### src/rtl/core/wsti_pkg.sv
`timescale 1ns / 1ps
// Package for the wide string to int64 parser: parse phases, character codes,
// saturation limits and the digit decode function. No dependencies.
package wsti_pkg;

    typedef enum logic [2:0] {
        PH_SPACE  = 3'd0,
        PH_SIGNED = 3'd1,
        PH_ZERO   = 3'd2,
        PH_PREFIX = 3'd3,
        PH_DIGITS = 3'd4,
        PH_DONE   = 3'd5
    } t_phase;

    localparam int unsigned MAX_LENGTH_DEF = 32'd65535;

    localparam int CHAR_W  = 21;
    localparam int BASE_W  = 6;
    localparam int VALUE_W = 64;
    localparam int END_W   = 16;
    localparam int DIGIT_W = 7;

    localparam logic [CHAR_W-1:0] CH_SPACE = 21'd32;
    localparam logic [CHAR_W-1:0] CH_TAB   = 21'd9;
    localparam logic [CHAR_W-1:0] CH_CR    = 21'd13;
    localparam logic [CHAR_W-1:0] CH_MINUS = 21'd45;
    localparam logic [CHAR_W-1:0] CH_PLUS  = 21'd43;
    localparam logic [CHAR_W-1:0] CH_ZERO  = 21'd48;
    localparam logic [CHAR_W-1:0] CH_LOW_X = 21'd120;
    localparam logic [CHAR_W-1:0] CH_UP_X  = 21'd88;

    localparam logic [BASE_W-1:0] BASE_AUTO = 6'd0;
    localparam logic [BASE_W-1:0] BASE_MIN  = 6'd2;
    localparam logic [BASE_W-1:0] BASE_MAX  = 6'd36;
    localparam logic [BASE_W-1:0] BASE_OCT  = 6'd8;
    localparam logic [BASE_W-1:0] BASE_DEC  = 6'd10;
    localparam logic [BASE_W-1:0] BASE_HEX  = 6'd16;

    localparam logic [VALUE_W-1:0] SAT_POS_VAL = 64'h7FFF_FFFF_FFFF_FFFF;
    localparam logic [VALUE_W-1:0] SAT_NEG_VAL = 64'h8000_0000_0000_0000;

    localparam logic [DIGIT_W-1:0] DIGIT_NONE = 7'd99;

    typedef logic [DIGIT_W-1:0] t_digit;

    function automatic t_digit digit_value(input logic [CHAR_W-1:0] c);
        t_digit d;
        d = DIGIT_NONE;
        if (c >= 21'd48 && c <= 21'd57) begin
            d = DIGIT_W'(c - 21'd48);
        end else if (c >= 21'd65 && c <= 21'd90) begin
            d = DIGIT_W'(c - 21'd55);
        end else if (c >= 21'd97 && c <= 21'd122) begin
            d = DIGIT_W'(c - 21'd87);
        end
        return d;
    endfunction

endpackage

### src/rtl/core/wsti_mac.sv
`timescale 1ns / 1ps
// Saturating multiply-add of one digit into the 64-bit magnitude.
// Depends on wsti_pkg.
module wsti_mac (
    input  logic [wsti_pkg::VALUE_W-1:0] i_acc,
    input  logic [wsti_pkg::BASE_W-1:0]  i_base,
    input  logic [wsti_pkg::BASE_W-1:0]  i_digit,
    input  logic                         i_negative,
    input  logic                         i_overflowed,
    output logic [wsti_pkg::VALUE_W-1:0] o_acc,
    output logic                         o_overflowed
);

    localparam int PROD_W = wsti_pkg::VALUE_W + wsti_pkg::BASE_W;
    localparam int SUM_W  = PROD_W + 1;

    logic [PROD_W-1:0] w_prod;
    logic [SUM_W-1:0]  w_sum;
    logic [SUM_W-1:0]  w_limit;
    logic              w_over;

    assign w_prod  = PROD_W'(i_acc) * PROD_W'(i_base);
    assign w_sum   = SUM_W'(w_prod) + SUM_W'(i_digit);
    // magnitude limit: 2^63 when negative, 2^63-1 otherwise
    assign w_limit = i_negative ? SUM_W'(wsti_pkg::SAT_NEG_VAL) : SUM_W'(wsti_pkg::SAT_POS_VAL);
    assign w_over  = i_overflowed || (w_sum > w_limit);

    assign o_overflowed = w_over;
    assign o_acc        = w_over ? i_acc : w_sum[wsti_pkg::VALUE_W-1:0];

endmodule

### src/rtl/core/wide_string_to_int64_parser.sv
`timescale 1ns / 1ps
// Wide-character string to signed 64-bit integer parser, top level.
// Depends on wsti_pkg and wsti_mac.
//
//  channel  | dir | beat content
//  ---------+-----+--------------------------------------------------------
//  s_axis   | in  | tdata: char_code[20:0]; tuser: string_start
//  m_axis   | out | tdata: value[63:0], end_offset[79:64]; tuser: out_of_range
//  cfg      | in  | i_cfg_data: number_base[5:0]
//
// One character per cycle unless a stall on m_axis holds the input.
// The input register and the output register each hold one beat; the per-character
// step (one 64x6 multiply-add and limit compare) sits between them.
// A stall on m_axis backs up into s_axis only once both registers are full.
// Reset (synchronous, active low) clears the parse state and sets number_base to 10.
module wide_string_to_int64_parser #(
    parameter int unsigned MAX_LENGTH = wsti_pkg::MAX_LENGTH_DEF
) (
    input  logic        i_clk,
    input  logic        i_rst_n,
    input  logic        s_axis_tvalid,
    output logic        s_axis_tready,
    input  logic [23:0] s_axis_tdata,   // char_code[20:0], zero pad
    input  logic [0:0]  s_axis_tuser,   // string_start
    output logic        m_axis_tvalid,
    input  logic        m_axis_tready,
    output logic [79:0] m_axis_tdata,   // value[63:0], end_offset[79:64]
    output logic [0:0]  m_axis_tuser,   // out_of_range
    input  logic        i_cfg_valid,
    output logic        o_cfg_ready,
    input  logic [wsti_pkg::BASE_W-1:0] i_cfg_data
);

    localparam int POS_W = $clog2(64'(MAX_LENGTH) + 64'd1);
    localparam logic [POS_W-1:0] POS_MAX = POS_W'(MAX_LENGTH);
    localparam int VW = wsti_pkg::VALUE_W;
    localparam int BW = wsti_pkg::BASE_W;
    localparam int CW = wsti_pkg::CHAR_W;

    // configuration
    logic [BW-1:0] r_number_base;

    // input register
    logic          r_in_valid;
    logic [CW-1:0] r_in_char;
    logic          r_in_start;

    // parse state
    wsti_pkg::t_phase r_phase, n_phase;
    logic             r_negative, n_negative;
    logic [VW-1:0]    r_acc, n_acc;
    logic             r_ovf, n_ovf;
    logic             r_seen, n_seen;
    logic [BW-1:0]    r_base, n_base;
    logic [POS_W-1:0] r_pos, n_pos;

    // output register
    logic          r_out_valid;
    logic [VW-1:0] r_out_value;
    logic          r_out_oor;
    logic [15:0]   r_out_end;

    wsti_pkg::t_phase e_phase;
    logic             e_negative;
    logic [VW-1:0]    e_acc;
    logic             e_ovf;
    logic             e_seen;
    logic [BW-1:0]    e_base;
    logic [POS_W-1:0] e_pos;

    logic          w_out_free;
    logic          w_step;
    logic          w_ws;
    wsti_pkg::t_digit w_digit;
    logic          w_begin;
    logic          w_take;
    logic          w_prefix_acc;
    logic [BW-1:0] w_take_base;
    logic [BW-1:0] w_mac_base;
    logic          w_emit;
    logic [POS_W-1:0] w_end;
    logic [POS_W+15:0] w_end_ext;
    logic [VW-1:0] w_mac_acc;
    logic          w_mac_ovf;
    logic [VW-1:0] w_res_value;
    logic          w_res_oor;
    logic [15:0]   w_res_end;

    assign w_out_free    = !r_out_valid || m_axis_tready;
    assign w_step        = r_in_valid && w_out_free;
    assign s_axis_tready = !r_in_valid || w_out_free;
    assign o_cfg_ready   = 1'b1;

    // string start discards the parse in progress
    assign e_phase    = r_in_start ? wsti_pkg::PH_SPACE : r_phase;
    assign e_negative = r_in_start ? 1'b0 : r_negative;
    assign e_acc      = r_in_start ? '0 : r_acc;
    assign e_ovf      = r_in_start ? 1'b0 : r_ovf;
    assign e_seen     = r_in_start ? 1'b0 : r_seen;
    assign e_base     = r_in_start ? wsti_pkg::BASE_DEC : r_base;
    assign e_pos      = r_in_start ? '0 : r_pos;

    assign w_digit = wsti_pkg::digit_value(r_in_char);
    assign w_ws    = (r_in_char == wsti_pkg::CH_SPACE) ||
                     (r_in_char >= wsti_pkg::CH_TAB && r_in_char <= wsti_pkg::CH_CR);

    assign w_mac_base = w_prefix_acc ? wsti_pkg::BASE_HEX : w_take_base;

    wsti_mac u_mac (
        .i_acc        (e_acc),
        .i_base       (w_mac_base),
        .i_digit      (w_digit[BW-1:0]),
        .i_negative   (e_negative),
        .i_overflowed (e_ovf),
        .o_acc        (w_mac_acc),
        .o_overflowed (w_mac_ovf)
    );

    always_comb begin
        n_phase      = e_phase;
        n_negative   = e_negative;
        n_acc        = e_acc;
        n_ovf        = e_ovf;
        n_seen       = e_seen;
        n_base       = e_base;
        n_pos        = (e_pos < POS_MAX) ? e_pos + POS_W'(1) : e_pos;
        w_begin      = 1'b0;
        w_take       = 1'b0;
        w_prefix_acc = 1'b0;
        w_take_base  = e_base;
        w_emit       = 1'b0;
        w_end        = e_pos;

        case (e_phase)
            wsti_pkg::PH_SPACE: begin
                if (w_ws) begin
                    n_phase = wsti_pkg::PH_SPACE;
                end else if (r_in_char == wsti_pkg::CH_MINUS) begin
                    n_negative = 1'b1;
                    n_phase    = wsti_pkg::PH_SIGNED;
                end else if (r_in_char == wsti_pkg::CH_PLUS) begin
                    n_phase = wsti_pkg::PH_SIGNED;
                end else begin
                    w_begin = 1'b1;
                end
            end
            wsti_pkg::PH_SIGNED: begin
                w_begin = 1'b1;
            end
            wsti_pkg::PH_ZERO: begin
                if (r_in_char == wsti_pkg::CH_LOW_X || r_in_char == wsti_pkg::CH_UP_X) begin
                    n_phase = wsti_pkg::PH_PREFIX;
                end else begin
                    w_take      = 1'b1;
                    w_take_base = (e_base == wsti_pkg::BASE_AUTO) ? wsti_pkg::BASE_OCT : e_base;
                end
            end
            wsti_pkg::PH_PREFIX: begin
                if (w_digit < wsti_pkg::DIGIT_W'(wsti_pkg::BASE_HEX)) begin
                    w_prefix_acc = 1'b1;
                    n_base       = wsti_pkg::BASE_HEX;
                    n_acc        = w_mac_acc;
                    n_ovf        = w_mac_ovf;
                    n_seen       = 1'b1;
                    n_phase      = wsti_pkg::PH_DIGITS;
                end else begin
                    // bare prefix: the number ends at the zero
                    w_emit  = 1'b1;
                    w_end   = (e_pos != '0) ? e_pos - POS_W'(1) : '0;
                    n_phase = wsti_pkg::PH_DONE;
                end
            end
            wsti_pkg::PH_DIGITS: begin
                w_take = 1'b1;
            end
            default: begin
                n_phase = e_phase;
            end
        endcase

        if (w_begin) begin
            n_base = r_number_base;
            if ((r_number_base == wsti_pkg::BASE_AUTO || r_number_base == wsti_pkg::BASE_HEX) &&
                r_in_char == wsti_pkg::CH_ZERO) begin
                n_seen  = 1'b1;
                n_acc   = '0;
                n_phase = wsti_pkg::PH_ZERO;
            end else begin
                w_take      = 1'b1;
                w_take_base = (r_number_base == wsti_pkg::BASE_AUTO) ? wsti_pkg::BASE_DEC
                                                                     : r_number_base;
            end
        end

        if (w_take) begin
            n_base = w_take_base;
            if (w_take_base < wsti_pkg::BASE_MIN || w_take_base > wsti_pkg::BASE_MAX ||
                w_digit >= wsti_pkg::DIGIT_W'(w_take_base)) begin
                w_emit  = 1'b1;
                w_end   = e_pos;
                n_phase = wsti_pkg::PH_DONE;
            end else begin
                n_acc   = w_mac_acc;
                n_ovf   = w_mac_ovf;
                n_seen  = 1'b1;
                n_phase = wsti_pkg::PH_DIGITS;
            end
        end
    end

    assign w_end_ext = {16'b0, w_end};

    always_comb begin
        w_res_value = '0;
        w_res_oor   = 1'b0;
        w_res_end   = '0;
        if (e_seen) begin
            if (e_ovf) begin
                w_res_value = e_negative ? wsti_pkg::SAT_NEG_VAL : wsti_pkg::SAT_POS_VAL;
            end else begin
                w_res_value = e_negative ? (VW'(0) - e_acc) : e_acc;
            end
            w_res_oor = e_ovf;
            w_res_end = w_end_ext[15:0];
        end
    end

    always_ff @(posedge i_clk) begin
        if (!i_rst_n) begin
            r_number_base <= wsti_pkg::BASE_DEC;
        end else if (i_cfg_valid && o_cfg_ready) begin
            r_number_base <= i_cfg_data;
        end
    end

    always_ff @(posedge i_clk) begin
        if (!i_rst_n) begin
            r_in_valid <= 1'b0;
        end else if (s_axis_tvalid && s_axis_tready) begin
            r_in_valid <= 1'b1;
        end else if (w_step) begin
            r_in_valid <= 1'b0;
        end
    end

    always_ff @(posedge i_clk) begin
        if (s_axis_tvalid && s_axis_tready) begin
            r_in_char  <= s_axis_tdata[CW-1:0];
            r_in_start <= s_axis_tuser[0];
        end
    end

    always_ff @(posedge i_clk) begin
        if (!i_rst_n) begin
            r_phase    <= wsti_pkg::PH_SPACE;
            r_negative <= 1'b0;
            r_acc      <= '0;
            r_ovf      <= 1'b0;
            r_seen     <= 1'b0;
            r_base     <= wsti_pkg::BASE_DEC;
            r_pos      <= '0;
        end else if (w_step) begin
            r_phase    <= n_phase;
            r_negative <= n_negative;
            r_acc      <= n_acc;
            r_ovf      <= n_ovf;
            r_seen     <= n_seen;
            r_base     <= n_base;
            r_pos      <= n_pos;
        end
    end

    always_ff @(posedge i_clk) begin
        if (!i_rst_n) begin
            r_out_valid <= 1'b0;
        end else if (w_step && w_emit) begin
            r_out_valid <= 1'b1;
        end else if (m_axis_tready) begin
            r_out_valid <= 1'b0;
        end
    end

    always_ff @(posedge i_clk) begin
        if (w_step && w_emit) begin
            r_out_value <= w_res_value;
            r_out_oor   <= w_res_oor;
            r_out_end   <= w_res_end;
        end
    end

    assign m_axis_tvalid = r_out_valid;
    assign m_axis_tdata  = {r_out_end, r_out_value};
    assign m_axis_tuser  = r_out_oor;

endmodule

### config.mk
export PLATFORM = sky130hd
export DESIGN_NAME = wide_string_to_int64_parser
export DESIGN_NICKNAME = d
export VERILOG_FILES = /design/src/rtl/core/wsti_pkg.sv /design/src/rtl/core/wsti_mac.sv /design/src/rtl/core/wide_string_to_int64_parser.sv
export SDC_FILE = /design/constraint.sdc
export NUM_CORES = 2
export LEC_CHECK = 0
export ABC_AREA = 1
export BUFFER_PORTS_ARGS = -buffer_cell sky130_fd_sc_hd__buf_2
export CELL_PAD_IN_SITES_DETAIL_PLACEMENT = 0
export CELL_PAD_IN_SITES_GLOBAL_PLACEMENT = 1
export CORE_ASPECT_RATIO = 2
export CORE_MARGIN = 2
export CORE_UTILIZATION = 43
export DETAILED_ROUTE_END_ITERATION = 12
export PLACE_DENSITY_LB_ADDON = 0.1
export SLEW_MARGIN = 40
export SYNTH_ARGS = -nofsm -noshare
export SYNTH_HDL_FRONTEND = slang
export SYNTH_SLANG_ARGS = --single-unit
### constraint.sdc
create_clock -name i_clk -period 7.7 [get_ports i_clk]
set_clock_uncertainty 0.15 [all_clocks]
set_input_delay 2.31 -clock i_clk [delete_from_list [all_inputs] [get_ports i_clk]]
set_output_delay 2.31 -clock i_clk [all_outputs]
set_load 0.03 [all_outputs]
==> out/results.ini <==
[global_routing]
grt_pass1_vias = 35200
met3_usage_pct = 5.73
grt_use_total_pct = 39.9
antenna_found_initial = 2
use_met2_pct = 73.4
busiest_layer = met2
grt_max_degree = 99
grt_pass1_wl_um = 210000
use_met1_pct = 32.2
grt_overflow_total = 0

[synthesis]
synth_flop_cell = edfxtp_1
async_reset_ff_share_pct = 0
synth_largest_area_cell = fa_1
ys_top_cells_by_area = fa_1, nand2_1, edfxtp_1
synth_edf_count = 103
yosys.area.top_type_share_pct = 16.7
ys.warnings.count = 0
synth_area_um2 = 30300
syn_inst = 4375
ys_ff_latch = 203
avgSynthCellArea_um2 = 6.91
synth_cell_types = 65
syn_nets = 4893
synth_sequential_area_ratio_pct = 16.8

[detailed_routing]
wl_um = 146000
wl_per_cell_um = 23.2
drc_errors = 0
drt_first_iter_violations = 1962
drt-vias-per-instance = 5.44
first_pass_iters = 5
num_vias = 34100
ant_nets = 0

[critical_path]
crit_path_max_fanout = 12
worstPathArrival_ns = 9.40
worstSetupEndpointType = flip-flop
critPathLaunch = r_in_char[4]
slowest_delay_ns = 0.59
slowest_stage = fa_1
start_kind = flip-flop
reg2reg_from = r_in_char[4]
crit_required_ns = 8.02
path_class = flip-flop to flip-flop

[min_path]
hold_start = r_base[0]
hold_path_class = flip-flop to flip-flop

[layout]
fin_area_um2 = 42800
fin_cells = 6268
final_nets = 5866
nFillCells = 6702
area_growth_pct = 41.5
multi_input_area_um2 = 24300
seq_area_um2 = 5090
drive_above_1_share_pct = 34.6

[placed_design]
gp_congestion = 0.995
place_area_um2 = 38300
pre_cts_slack_ns = -1.70
numPortBuffers = 115
place_inst = 6130
hpwl_um = 115000

[cts]
cts_sinks = 203
clock_path_buffers = 3
cts_buffers = 22
cts-root-buf = clkbuf_16
htreeDepth = 1
cts_tree = built
clk_pin_slew_ns = 0.07
clk_latency_ns = 0.58

[die]
pin_count = 120
core_area_um2 = 69800
rows = 137
dieArea_um2 = 72600
die_h_um = 379
die_w_um = 192
start_util_pct = 43.4

[timing]
rsz0062_at_grt = true
fmax_mhz = 110
relSlewSlack_pct = 42.0
slew_violations = 0
timing.hold.ws_ns = 0.319
tightest_slew_ns = 0.869
setup_violations = 65
final.period_utilization_pct = 118
hold_violations = 0
period_needed_ns = 9.08
finalWorstSetupSlack_ns = -1.38

[power_and_ir_drop]
ir_worst_vdd_mv = 0.179
finalPower_mw = 5.01
powerDensity_nw_per_um2 = 117
leakage_nw = 21.4

[status]
status = finished with violations
violations = negative setup slack

[run]
max-cap-violations = 0

[cell usage after synthesis, types with 3 or more instances]
cell type and instances:
a211oi_1 4, a21boi_0 5, a21o_1 8, a21oi_1 300
a21oi_2 38, a311o_1 5, a31oi_1 6, buf_1 17
buf_12 3, buf_2 40, buf_4 11, buf_6 13
buf_8 5, clkbuf_1 81, clkinv_1 18, dfxtp_1 100
edfxtp_1 103, fa_1 252, ha_1 230, inv_1 630
inv_2 61, nand2_1 943, nand2_2 45, nand2_4 15
nand3_1 208, nand3_2 51, nand3b_1 36, nand4_1 93
nor2_1 589, nor2_2 15, nor2_4 6, nor3_1 49
nor3_2 5, nor4_1 17, nor4b_1 3, o211ai_1 19
o21a_1 12, o21ai_0 188, o21ai_1 27, o21bai_1 9
o311ai_0 3, or2_1 6, or2_2 4, xnor2_1 16
xor2_1 59
[cell usage in the layout (no fill, tap or decap), drive strengths merged, types with 8 or more instances in the layout]
cell	instances
a21o	8
a21oi	338
o21bai	9
o21ai	218
dfxtp	100
inv	694
ha	230
clkinv	29
or2	10
nand2	1004
buf	1116
nor4	18
nand3	261
clkbuf	26
nor2	611
o211ai	19
o21a	12
nand3b	36
xnor2	16
nor3	54
nand4	96
edfxtp	103
fa	252
xor2	59
[path summary, 6_finish.rpt]
check                    to  slack, ns  depth (start not counted)
hold reg to reg   r_base[0]       0.32                          2
setup / recovery  r_acc[12]      -1.38                         46
hold / removal    r_base[0]       0.32                          2
setup reg to reg  r_acc[12]      -1.38                         46
[critical path: cells and delay by family, from the launching register on]
family | cells | cell delay (ns)
simple gates | 23 | 3.53
compound gates | 4 | 0.60
fa+ha+maj | 6 | 2.48
xor+xnor | 1 | 0.18
buf+inv | 12 | 1.55
flops | 1 | 0.45
[metrics by stage]
stage | TNS (ns) | util [%]
2_1_floorplan | 0 | -
3_3_place_gp | -102.79 | 54.8
3_5_place_dp | -107.19 | 54.9
4_1_cts | -77.32 | 59.1
5_1_grt | -109.54 | 61.4
6_report | -83.61 | 61.4
[layer usage]
layer / up-vias / routed length (um)
met2: 1343 / 74700
met1: 16000 / 41000
met3: 822 / 6750
met4: 0 / 23000
met5: - / 0
li1: 15900 / -
[sequential cells by signal, indices dropped and copies added, names as in the netlist]
| register | count |
|---|---|
| r_in_valid | 1 |
| r_in_char | 21 |
| r_negative | 1 |
| r_base | 6 |
| r_seen | 1 |
| m_axis_tvalid | 1 |
| m_axis_tuser | 1 |
| r_in_start | 1 |
| r_out_value | 64 |
| r_number_base | 6 |
| r_pos | 16 |
| r_ovf | 1 |
| r_acc | 64 |
| r_phase | 3 |
| r_out_end | 16 |
[cell families after synthesis]
logic type,after synthesis,share of synthesized area [%]
adders and majority gates,482,26.2
and+or+nand+nor,2097,31.1
DFF,203,16.8
xor gates and xnor gates,75,2.17
AOI/OAI and AO/OA,635,11.7
buffers and inverters,882,11.9
other,1,0.0124
[power breakdown]
group / leakage (nW) / total [mW] / internal (mW) / switching [mW]
Clock: 0.352 / 1.14 / 0.591 / 0.547
Combinational: 19.2 / 2.66 / 1.08 / 1.58
Sequential: 1.87 / 1.21 / 1.18 / 0.0303
Total: 21.4 / 5.01 / 2.85 / 2.16
[final cells by class]
type                       count  share of cell area [%]
tap                          903                    2.64
antenna                        1                 0.00585
timing repair buffer        1118                    20.7
clock inverter                16                   0.362
clock buffer                  24                    1.35
multi-input combinational   3291                    56.7
inverter                     712                    6.29
sequential                   203                    11.9
[timing repair]
item                                    4_1_cts  5_1_grt
gates resized for setup                     335      277
cloned                                       12        2
endpoints found under the setup margin       65       65
pin swaps                                   103      171
hold buffers                                  0        0
buffers inserted                             65       25
No activity file was read; power rests on OpenSTA's default activity.
